==> config.mk <==
export PLATFORM = sky130hd
export DESIGN_NAME = loop_rate_moving_average_core_flat
export DESIGN_NICKNAME = d
export VERILOG_FILES = /design/src/hw/rtl/lrma_pkg.sv /design/src/hw/rtl/lrma_stamp_if.sv /design/src/hw/rtl/lrma_rate_if.sv /design/src/hw/rtl/lrma_ring.sv /design/src/hw/rtl/lrma_div.sv /design/src/hw/rtl/loop_rate_moving_average_core.sv /design/src/flat_wrapper.sv
export SDC_FILE = /design/constraint.sdc
export NUM_CORES = 2
export LEC_CHECK = 0
export BUFFER_PORTS_ARGS = -buffer_cell sky130_fd_sc_hd__buf_2
export CELL_PAD_IN_SITES_DETAIL_PLACEMENT = 1
export CELL_PAD_IN_SITES_GLOBAL_PLACEMENT = 2
export CORE_MARGIN = 2
export CORE_UTILIZATION = 54
export CTS_CLUSTER_SIZE = 40
export DETAILED_ROUTE_END_ITERATION = 7
export GPL_ROUTABILITY_DRIVEN = 0
export PLACE_DENSITY_LB_ADDON = 0.1
export REMOVE_ABC_BUFFERS = 1
export SETUP_SLACK_MARGIN = 0.5
export SKIP_LAST_GASP = 1
export SLEW_MARGIN = 25
export SYNTH_ARGS = -nofsm -noshare
export SYNTH_HDL_FRONTEND = slang
export SYNTH_HIERARCHICAL = 1
export SYNTH_MEMORY_MAX_BITS = 65536
export SYNTH_SLANG_ARGS = --single-unit
==> constraint.sdc <==
create_clock -name clk -period 17.84 [get_ports clk]
set_clock_uncertainty 0.05 [all_clocks]
set_input_delay 3.568 -clock clk [delete_from_list [all_inputs] [get_ports clk]]
set_output_delay 3.568 -clock clk [all_outputs]
set_load 0.03 [all_outputs]
==> src/hw/rtl/lrma_pkg.sv <==
`timescale 1ns / 1ps

package lrma_pkg;

  localparam int STAMP_W        = 32;
  localparam int TPS_W          = 32;
  localparam int RATE_W         = 48;
  localparam int FRAC_W         = 16;
  localparam int WINDOW_DEFAULT = 100;
  localparam int ACC_W_DEFAULT  = RATE_W + $clog2(WINDOW_DEFAULT);

  localparam logic [TPS_W-1:0]  TPS_RESET = TPS_W'(1000000);
  localparam logic [RATE_W-1:0] RATE_SAT  = {RATE_W{1'b1}};

  typedef enum logic [4:0] {
    S_IDLE   = 5'b00001,
    S_RATE   = 5'b00010,
    S_UPDATE = 5'b00100,
    S_MEAN   = 5'b01000,
    S_DONE   = 5'b10000
  } seq_state_t;

endpackage

==> src/hw/rtl/lrma_stamp_if.sv <==
`timescale 1ns / 1ps

interface lrma_stamp_if;
  logic                         valid;
  logic                         ready;
  logic [lrma_pkg::STAMP_W-1:0] time_stamp;

  modport source (output valid, output time_stamp, input ready);
  modport sink   (input valid, input time_stamp, output ready);
endinterface

==> src/hw/rtl/lrma_rate_if.sv <==
`timescale 1ns / 1ps

interface lrma_rate_if;
  logic                        valid;
  logic                        ready;
  logic [lrma_pkg::RATE_W-1:0] average_rate;
  logic                        rate_valid;
  logic                        zero_interval;

  modport source (output valid, output average_rate, output rate_valid,
                  output zero_interval, input ready);
  modport sink   (input valid, input average_rate, input rate_valid,
                  input zero_interval, output ready);
endinterface

==> src/hw/rtl/lrma_ring.sv <==
`timescale 1ns / 1ps

module lrma_ring #(
  parameter int WINDOW = lrma_pkg::WINDOW_DEFAULT
) (
  input  logic                        clk,
  input  logic                        rd_en,
  input  logic [$clog2(WINDOW)-1:0]   rd_addr,
  output logic [lrma_pkg::RATE_W-1:0] rd_data,
  input  logic                        wr_en,
  input  logic [$clog2(WINDOW)-1:0]   wr_addr,
  input  logic [lrma_pkg::RATE_W-1:0] wr_data
);

  logic [lrma_pkg::RATE_W-1:0] mem [WINDOW];
  logic [lrma_pkg::RATE_W-1:0] rd_data_r;

  always_ff @(posedge clk) begin
    if (wr_en) begin
      mem[wr_addr] <= wr_data;
    end
  end

  // Hold the read word until the next read.
  always_ff @(posedge clk) begin
    if (rd_en) begin
      rd_data_r <= mem[rd_addr];
    end
  end

  assign rd_data = rd_data_r;

endmodule

==> src/hw/rtl/lrma_div.sv <==
`timescale 1ns / 1ps

// Restoring divider, one quotient bit per cycle.
module lrma_div #(
  parameter int DVD_W = lrma_pkg::ACC_W_DEFAULT
) (
  input  logic                        clk,
  input  logic                        rst_n,
  input  logic                        start,
  input  logic [DVD_W-1:0]            dividend,
  input  logic [lrma_pkg::TPS_W-1:0]  divisor,
  output logic                        done,
  output logic [DVD_W-1:0]            quotient
);

  localparam int CNT_W = $clog2(DVD_W + 1);
  localparam int DS_W  = lrma_pkg::TPS_W;

  logic             busy_r, busy_nxt;
  logic             done_r, done_nxt;
  logic [CNT_W-1:0] cnt_r, cnt_nxt;
  logic [DVD_W-1:0] q_r, q_nxt;
  logic [DS_W-1:0]  rem_r, rem_nxt;
  logic [DS_W-1:0]  d_r, d_nxt;

  logic [DS_W:0] shifted;
  logic [DS_W:0] diff;
  logic          ge;

  assign shifted = {rem_r, q_r[DVD_W-1]};
  assign diff    = shifted - {1'b0, d_r};
  assign ge      = shifted >= {1'b0, d_r};

  always_comb begin
    busy_nxt = busy_r;
    done_nxt = 1'b0;
    cnt_nxt  = cnt_r;
    q_nxt    = q_r;
    rem_nxt  = rem_r;
    d_nxt    = d_r;
    if (start) begin
      busy_nxt = 1'b1;
      cnt_nxt  = CNT_W'(DVD_W);
      q_nxt    = dividend;
      rem_nxt  = '0;
      d_nxt    = divisor;
    end else if (busy_r) begin
      q_nxt   = {q_r[DVD_W-2:0], ge};
      rem_nxt = ge ? diff[DS_W-1:0] : shifted[DS_W-1:0];
      cnt_nxt = cnt_r - CNT_W'(1);
      if (cnt_r == CNT_W'(1)) begin
        busy_nxt = 1'b0;
        done_nxt = 1'b1;
      end
    end
  end

  always_ff @(posedge clk) begin
    if (!rst_n) begin
      busy_r <= 1'b0;
      done_r <= 1'b0;
      cnt_r  <= '0;
    end else begin
      busy_r <= busy_nxt;
      done_r <= done_nxt;
      cnt_r  <= cnt_nxt;
    end
  end

  always_ff @(posedge clk) begin
    q_r   <= q_nxt;
    rem_r <= rem_nxt;
    d_r   <= d_nxt;
  end

  assign done     = done_r;
  assign quotient = q_r;

endmodule

==> src/hw/rtl/loop_rate_moving_average_core.sv <==
`timescale 1ns / 1ps

// Moving-average loop-frequency meter. Each beat on in_stamp carries a
// free-running tick timestamp; each accepted beat yields exactly one beat on
// out_rate. The first timestamp after reset is only stored and answers with
// rate_valid = 0 and average_rate = 0. Every later timestamp forms the tick
// interval to the previous one (modulo 2^32), turns it into a 32.16 frequency
// floor(ticks_per_second * 2^16 / interval), pushes that into a ring of
// WINDOW entries and reports the truncated mean of the filled entries. A zero
// interval saturates the frequency to all ones and sets zero_interval; that
// value is averaged like any other. ticks_per_second resets to 1000000; the
// user must write it through cfg_we / cfg_wdata only while the block is idle,
// which the block itself does not enforce. Both divisions run on one shared
// restoring divider that retires one quotient bit per cycle over 48 +
// clog2(WINDOW) bits; the rate step is skipped on a zero interval, and the
// first timestamp skips both divisions. in_stamp.ready is high only while the
// sequencer is idle; a finished result waits in the output register, so the
// next timestamp can be taken while the previous result is still pending.
module loop_rate_moving_average_core #(
  parameter int WINDOW = lrma_pkg::WINDOW_DEFAULT
) (
  input  logic                       clk,
  input  logic                       rst_n,
  lrma_stamp_if.sink                 in_stamp,
  lrma_rate_if.source                out_rate,
  input  logic                       cfg_we,
  input  logic [lrma_pkg::TPS_W-1:0] cfg_wdata
);

  localparam int SW     = $clog2(WINDOW);
  localparam int CW     = $clog2(WINDOW + 1);
  localparam int ACC_W  = lrma_pkg::RATE_W + $clog2(WINDOW);
  localparam int RATE_W = lrma_pkg::RATE_W;
  localparam int TPS_W  = lrma_pkg::TPS_W;

  // Sequencer and loop state.
  lrma_pkg::seq_state_t state_r, state_nxt;

  logic [TPS_W-1:0]           tps_r;
  logic [lrma_pkg::STAMP_W-1:0] prev_r;
  logic                       have_prev_r;
  logic [SW-1:0]              slot_r, slot_nxt;
  logic                       full_r, full_nxt;
  logic [ACC_W-1:0]           total_r, total_nxt;

  // Per-beat result flags.
  logic res_valid_r;
  logic zero_r;

  // Output register.
  logic              out_valid_r;
  logic [RATE_W-1:0] out_avg_r;
  logic              out_rv_r;
  logic              out_zero_r;

  logic                         in_fire;
  logic [lrma_pkg::STAMP_W-1:0] interval;
  logic                         interval_zero;
  logic                         out_load;
  logic                         wrap;
  logic [CW-1:0]                count;
  logic [RATE_W-1:0]            rate_w;
  logic [RATE_W-1:0]            old_rate;

  logic             div_start;
  logic [ACC_W-1:0] div_dividend;
  logic [TPS_W-1:0] div_divisor;
  logic             div_done;
  logic [ACC_W-1:0] div_q;

  assign in_stamp.ready = (state_r == lrma_pkg::S_IDLE);
  assign in_fire        = in_stamp.valid && in_stamp.ready;
  assign interval       = in_stamp.time_stamp - prev_r;
  assign interval_zero  = (interval == '0);

  // Frequency of this interval: divider result, or saturated on a zero gap.
  assign rate_w = zero_r ? lrma_pkg::RATE_SAT : div_q[RATE_W-1:0];

  // Advance the write slot and find the number of filled entries.
  assign wrap     = (slot_r == SW'(WINDOW - 1));
  assign slot_nxt = wrap ? '0 : slot_r + SW'(1);
  assign full_nxt = full_r | wrap;
  assign count    = full_nxt ? CW'(WINDOW) : CW'(slot_nxt);

  // Drop the overwritten entry once the ring has wrapped, add the new one.
  assign total_nxt = total_r - (full_r ? ACC_W'(old_rate) : '0) + ACC_W'(rate_w);

  // Divider is shared: frequency on accept, mean in the update step.
  assign div_start = (in_fire && have_prev_r && !interval_zero)
                   || (state_r == lrma_pkg::S_UPDATE);

  always_comb begin
    if (state_r == lrma_pkg::S_UPDATE) begin
      div_dividend = total_nxt;
      div_divisor  = TPS_W'(count);
    end else begin
      div_dividend = ACC_W'({tps_r, {lrma_pkg::FRAC_W{1'b0}}});
      div_divisor  = interval;
    end
  end

  lrma_div #(
    .DVD_W (ACC_W)
  ) u_div (
    .clk      (clk),
    .rst_n    (rst_n),
    .start    (div_start),
    .dividend (div_dividend),
    .divisor  (div_divisor),
    .done     (div_done),
    .quotient (div_q)
  );

  // Fetch the entry at the write slot on accept; the registered word is held
  // until the update step uses it.
  lrma_ring #(
    .WINDOW (WINDOW)
  ) u_ring (
    .clk     (clk),
    .rd_en   (in_fire),
    .rd_addr (slot_r),
    .rd_data (old_rate),
    .wr_en   (state_r == lrma_pkg::S_UPDATE),
    .wr_addr (slot_r),
    .wr_data (rate_w)
  );

  assign out_load = (state_r == lrma_pkg::S_DONE) && (!out_valid_r || out_rate.ready);

  always_comb begin
    state_nxt = state_r;
    case (state_r)
      lrma_pkg::S_IDLE: begin
        if (in_fire) begin
          if (!have_prev_r) begin
            state_nxt = lrma_pkg::S_DONE;
          end else if (interval_zero) begin
            state_nxt = lrma_pkg::S_UPDATE;
          end else begin
            state_nxt = lrma_pkg::S_RATE;
          end
        end
      end
      lrma_pkg::S_RATE: begin
        if (div_done) begin
          state_nxt = lrma_pkg::S_UPDATE;
        end
      end
      lrma_pkg::S_UPDATE: begin
        state_nxt = lrma_pkg::S_MEAN;
      end
      lrma_pkg::S_MEAN: begin
        if (div_done) begin
          state_nxt = lrma_pkg::S_DONE;
        end
      end
      lrma_pkg::S_DONE: begin
        if (out_load) begin
          state_nxt = lrma_pkg::S_IDLE;
        end
      end
      default: begin
        state_nxt = lrma_pkg::S_IDLE;
      end
    endcase
  end

  always_ff @(posedge clk) begin
    if (!rst_n) begin
      state_r     <= lrma_pkg::S_IDLE;
      tps_r       <= lrma_pkg::TPS_RESET;
      prev_r      <= '0;
      have_prev_r <= 1'b0;
      slot_r      <= '0;
      full_r      <= 1'b0;
      total_r     <= '0;
      out_valid_r <= 1'b0;
    end else begin
      state_r <= state_nxt;
      if (cfg_we) begin
        tps_r <= cfg_wdata;
      end
      if (in_fire) begin
        prev_r      <= in_stamp.time_stamp;
        have_prev_r <= 1'b1;
      end
      if (state_r == lrma_pkg::S_UPDATE) begin
        slot_r  <= slot_nxt;
        full_r  <= full_nxt;
        total_r <= total_nxt;
      end
      if (out_load) begin
        out_valid_r <= 1'b1;
      end else if (out_rate.ready) begin
        out_valid_r <= 1'b0;
      end
    end
  end

  // Result flags and output payload carry no reset.
  always_ff @(posedge clk) begin
    if (in_fire) begin
      res_valid_r <= have_prev_r;
      zero_r      <= have_prev_r && interval_zero;
    end
    if (out_load) begin
      out_avg_r  <= res_valid_r ? div_q[RATE_W-1:0] : '0;
      out_rv_r   <= res_valid_r;
      out_zero_r <= zero_r;
    end
  end

  assign out_rate.valid         = out_valid_r;
  assign out_rate.average_rate  = out_avg_r;
  assign out_rate.rate_valid    = out_rv_r;
  assign out_rate.zero_interval = out_zero_r;

endmodule

==> src/flat_wrapper.sv <==
// flat-port wrapper written by rule: the top's interface ports become plain ports
module loop_rate_moving_average_core_flat 
#(
  parameter int WINDOW = lrma_pkg::WINDOW_DEFAULT
)
  (clk, rst_n, cfg_we, cfg_wdata, in_stamp_valid, in_stamp_time_stamp, in_stamp_ready, out_rate_valid, out_rate_average_rate, out_rate_rate_valid, out_rate_zero_interval, out_rate_ready);
  lrma_stamp_if in_stamp_i ();
  lrma_rate_if out_rate_i ();
  input  logic clk;
  input  logic rst_n;
  input  logic cfg_we;
  input  logic [lrma_pkg::TPS_W-1:0] cfg_wdata;
  input wire logic [$bits(in_stamp_i.valid)-1:0] in_stamp_valid;
  input wire logic [$bits(in_stamp_i.time_stamp)-1:0] in_stamp_time_stamp;
  output wire logic [$bits(in_stamp_i.ready)-1:0] in_stamp_ready;
  output wire logic [$bits(out_rate_i.valid)-1:0] out_rate_valid;
  output wire logic [$bits(out_rate_i.average_rate)-1:0] out_rate_average_rate;
  output wire logic [$bits(out_rate_i.rate_valid)-1:0] out_rate_rate_valid;
  output wire logic [$bits(out_rate_i.zero_interval)-1:0] out_rate_zero_interval;
  input wire logic [$bits(out_rate_i.ready)-1:0] out_rate_ready;
  assign in_stamp_i.valid = in_stamp_valid;
  assign in_stamp_i.time_stamp = in_stamp_time_stamp;
  assign in_stamp_ready = in_stamp_i.ready;
  assign out_rate_valid = out_rate_i.valid;
  assign out_rate_average_rate = out_rate_i.average_rate;
  assign out_rate_rate_valid = out_rate_i.rate_valid;
  assign out_rate_zero_interval = out_rate_i.zero_interval;
  assign out_rate_i.ready = out_rate_ready;
  loop_rate_moving_average_core #(.WINDOW(WINDOW)) u_core (.clk(clk), .rst_n(rst_n), .in_stamp(in_stamp_i), .out_rate(out_rate_i), .cfg_we(cfg_we), .cfg_wdata(cfg_wdata));
endmodule
==> metrics.md <==
| Metric | Value |
|---|---|
| Worst-Margin Slew | roughly 1200 ps |
| Min-Delay Startpoint | u_core/prev_r[11] |
| Core region area | 379000 um2 |
| CTS buffer count | 537 |
| H-tree levels | 6 |
| Drt first pass iters | 8 |
| Mapped Cells | 10600 |
| Ranking of synthesized cells by area | edfxtp_1, mux4_2, dfxtp_1, mux2i_1, nor2_1 |
| Status | completed |
| CTS Hold Bufs | 0 |
| Largest net degree at the start of global routing | 120 |
| DR vias/cell | between 6 and 7 |
| Vias in the first global route | 115000 |
| Chip height | approximately 620 um |
| Post-layout nets | around 11000 |
| Fin crit period | 8630 ps |
| Fin area | roughly 230000 um2 |
| Final TNS setup | 0 ps |
| Critical path launch point type | primary input |
| Ys Warns | 6 |
| Commonest cells post-synth | edfxtp_1, mux4_2, nor2_1, nand2_1, inv_1 |
| Post-Syn Area per Cell | 19.4 um2 |
| Placed cell areas | approximately 210000 um2 |
| Power Density | approximately 110 nW/um2 |
| Filler instances | around 32000 |
| Arr. time, crit path | 9240 ps |
| FFs w/ async S/R, synth | 0% |
| Multi-input gate area in the final layout | ~50000 um2 |
| DRT iter0 DRCs | roughly 15000 |
| Slowest library cell on the worst path | nor2_1 |
| Detailed placement HPWL | ~370000 um |
| DR vias | between 100k and 150k |
| F_max | 116 MHz |
| Worst-path fanout max | 55 |
| Final worst-path cycle share | between 40% and 50% |
| Initial antenna violation count | 51 |
| FF+latch area | between 150000 and 200000 um2 |
| CTS tree | yes |
| Setup Buffers After CTS | 0 |
| Leak | 71.8 nW |
| Synth unique cells | 92 |
| Max-slew violation count | 0 |
| Critical path required time | around 18000 ps |
| R2r startpoint | u_core/slot_r[2] |
| GR Util All Layers | 32.9% |
| Most frequent cell after synthesis | edfxtp_1 |
| Max-cap violations | 0 |
| Most frequent CP cell | buf_4 |
| IO Port Bufs | 120 |
| Relative slew margins | about 22% |
| Cts repair resizes | 0 |
| First-pass GRT wire length | a little under 900000 um |
| WL per Instance | between 30 and 40 um |
| Antenna Nets Post-Route | 0 |
| Cell area after synthesis | between 200000 and 250000 um2 |
| Unrepaired setup endpoints after global routing | false |
| Synth area leader | edfxtp_1 |
| Root Buffer | clkbuf_16 |
| Die Area | ~390000 um2 |
| Final Setup Violations | 0 |
| Initial Util | 54.3% |
| Endpoints failing hold | 0 |
| CTS Sinks | ~5200 |
| EDFF count, synth | 4987 |
| Top cell type's share of synthesized area | between 70 and 80% |
| Clk buf depth | 4 |
| Worst-skew pair later-pin latency | ~1100 ps |
| Chip width | a little over 600 um |
| Hold Path Class | register to register |
| Total Routed Length | ~640000 um |
| DRC viols | 0 |
| Worst setup EP type | register |
| CP Cell Sequence | buf_2 -> inv_1 -> ha_1 -> fa_1 -> nand2b_1 -> a211oi_1 -> o21a_1 -> o21ai_4 -> o21ai_1 -> xnor2_1 -> nand4_1 -> or4_1 -> nor4_1 -> buf_4 -> o31ai_4 -> buf_4 -> nor2_1 -> inv_2 -> buf_4 |
| Share of layout cells above drive strength 1 | about a quarter |
| Grt total ovfl | 0 |
| Row cnt | 226 |
| Reg clk slew, reported paths | about 60 ps |
| Critical path class | primary input to register |
| Worst vdd ir | ~0.00012 V |
| Crit path largest cell delay | between 700 and 800 ps |
| Synthesized flop and latch total | around 5200 |
| Crit path from | in_stamp_time_stamp[0] |
| # IOs | 121 |
| Area grow syn2layout | 12.2% |
| Top FF cell, synth | edfxtp_1 |
| Seq/Total Area, Yosys | approximately 74% |
[final timing paths]
path	slack (ps)	cells after the start	to
max reg2reg	11380	10	u_core/u_ring/rd_data[35]
max	9210	19	u_core/u_div/quotient[34]
min reg2reg	410	2	u_core/prev_r[11]
min	410	2	u_core/prev_r[11]
[sequential cells by signal, summed over array words and instances (netlist names), 5 cells and up]
signal and count:
u_core/u_div/rem_r 32, u_core/u_div/quotient 55, u_core/slot_r 7, u_core/u_ring/rd_data 48
u_core/total_r 55, u_core/u_div/cnt_r 6, u_core/state_r 5, u_core/u_div/d_r 32
u_core/tps_r 32, u_core/u_ring/mem 4800, u_core/prev_r 32, u_core/out_rate.average_rate 48
[critical path: cells and delay by family]
kind,cells,cell delay [ps]
xor+xnor,1,230
fa+ha+maj,2,620
simple gates,5,2300
buf+inv,6,1140
compound gates,5,1310
[routing by layer]
metal	vias up	global-route usage (%)	part of all wire, %
li1	44200	-	-
met1	60100	46.3	39
met2	6242	51.0	46
met3	1143	6.91	10
met4	18	12.8	4.5
met5	-	0	0.021
[metrics by stage]
| stage | hold slack, ps | setup WS, ps | utilization (%) | total power [mW] | std cells |
|---|---|---|---|---|---|
| CTS | 407 | 9240 | 60.9 | 25.9 | 16500 |
| global route | 424 | 8830 | 60.9 | 26.5 | 16500 |
| floorplan | 386 | -44920 | - | 14.7 | 10000 |
| detailed placement | 400 | 8160 | 56.5 | 15.2 | 15500 |
| global placement | 392 | 8150 | 56.3 | 15.1 | 15500 |
| finish | 406 | 9210 | 60.9 | 25.8 | 16500 |
[power by group]
group          internal (mW)  total, mW  switching, mW
combinational          0.383       1.37          0.987
sequential              13.5       13.6         0.0765
clock                   6.14       10.8           4.69
total                   20.0       25.8           5.76
[layout make-up]
| cell class | count | share of cell area, % |
|---|---|---|
| Sequential cell | 5161 | 66.3 |
| Multi-Input combinational cell | 4547 | 21.5 |
| Clock buffer | 681 | 6.26 |
| Tap cell | 5016 | 2.71 |
| Timing Repair Buffer | 494 | 1.72 |
| Clock inverter | 275 | 0.952 |
| Inverter | 316 | 0.538 |
| Antenna cell | 15 | 0.0162 |
[placed cells by master (no fill, tap or decap), drive strengths merged, types with 42 or more instances in the layout]
| master | instances |
|---|---|
| edfxtp | 4987 |
| a21o | 58 |
| a21oi | 306 |
| nand4 | 42 |
| dfxtp | 174 |
| a221oi | 68 |
| mux2i | 268 |
| clkinv | 252 |
| mux2 | 71 |
| inv | 300 |
| nand3 | 99 |
| nor4 | 49 |
| nor2 | 419 |
| fa | 50 |
| xnor2 | 61 |
| o22ai | 75 |
| ha | 121 |
| nand2 | 414 |
| buf | 494 |
| a22oi | 160 |
| o21ai | 269 |
| mux4 | 1154 |
| clkbuf | 681 |
| nor2b | 80 |
| a22o | 56 |
| a211oi | 105 |
| and2 | 115 |
[cells by family after synthesis]
group / count (synthesis) / synth area share, %
AO/OA/AOI/OAI: 1355 / 4.38
XOR/XNOR: 101 / 0.429
adder cells (fa/ha/maj): 171 / 1.22
buffers and inverters: 904 / 2.01
flip-flops: 5161 / 74.3
multiplexers: 1493 / 14.3
AND/OR/NAND/NOR: 1427 / 3.31
(Power assumes the default switching activity.)
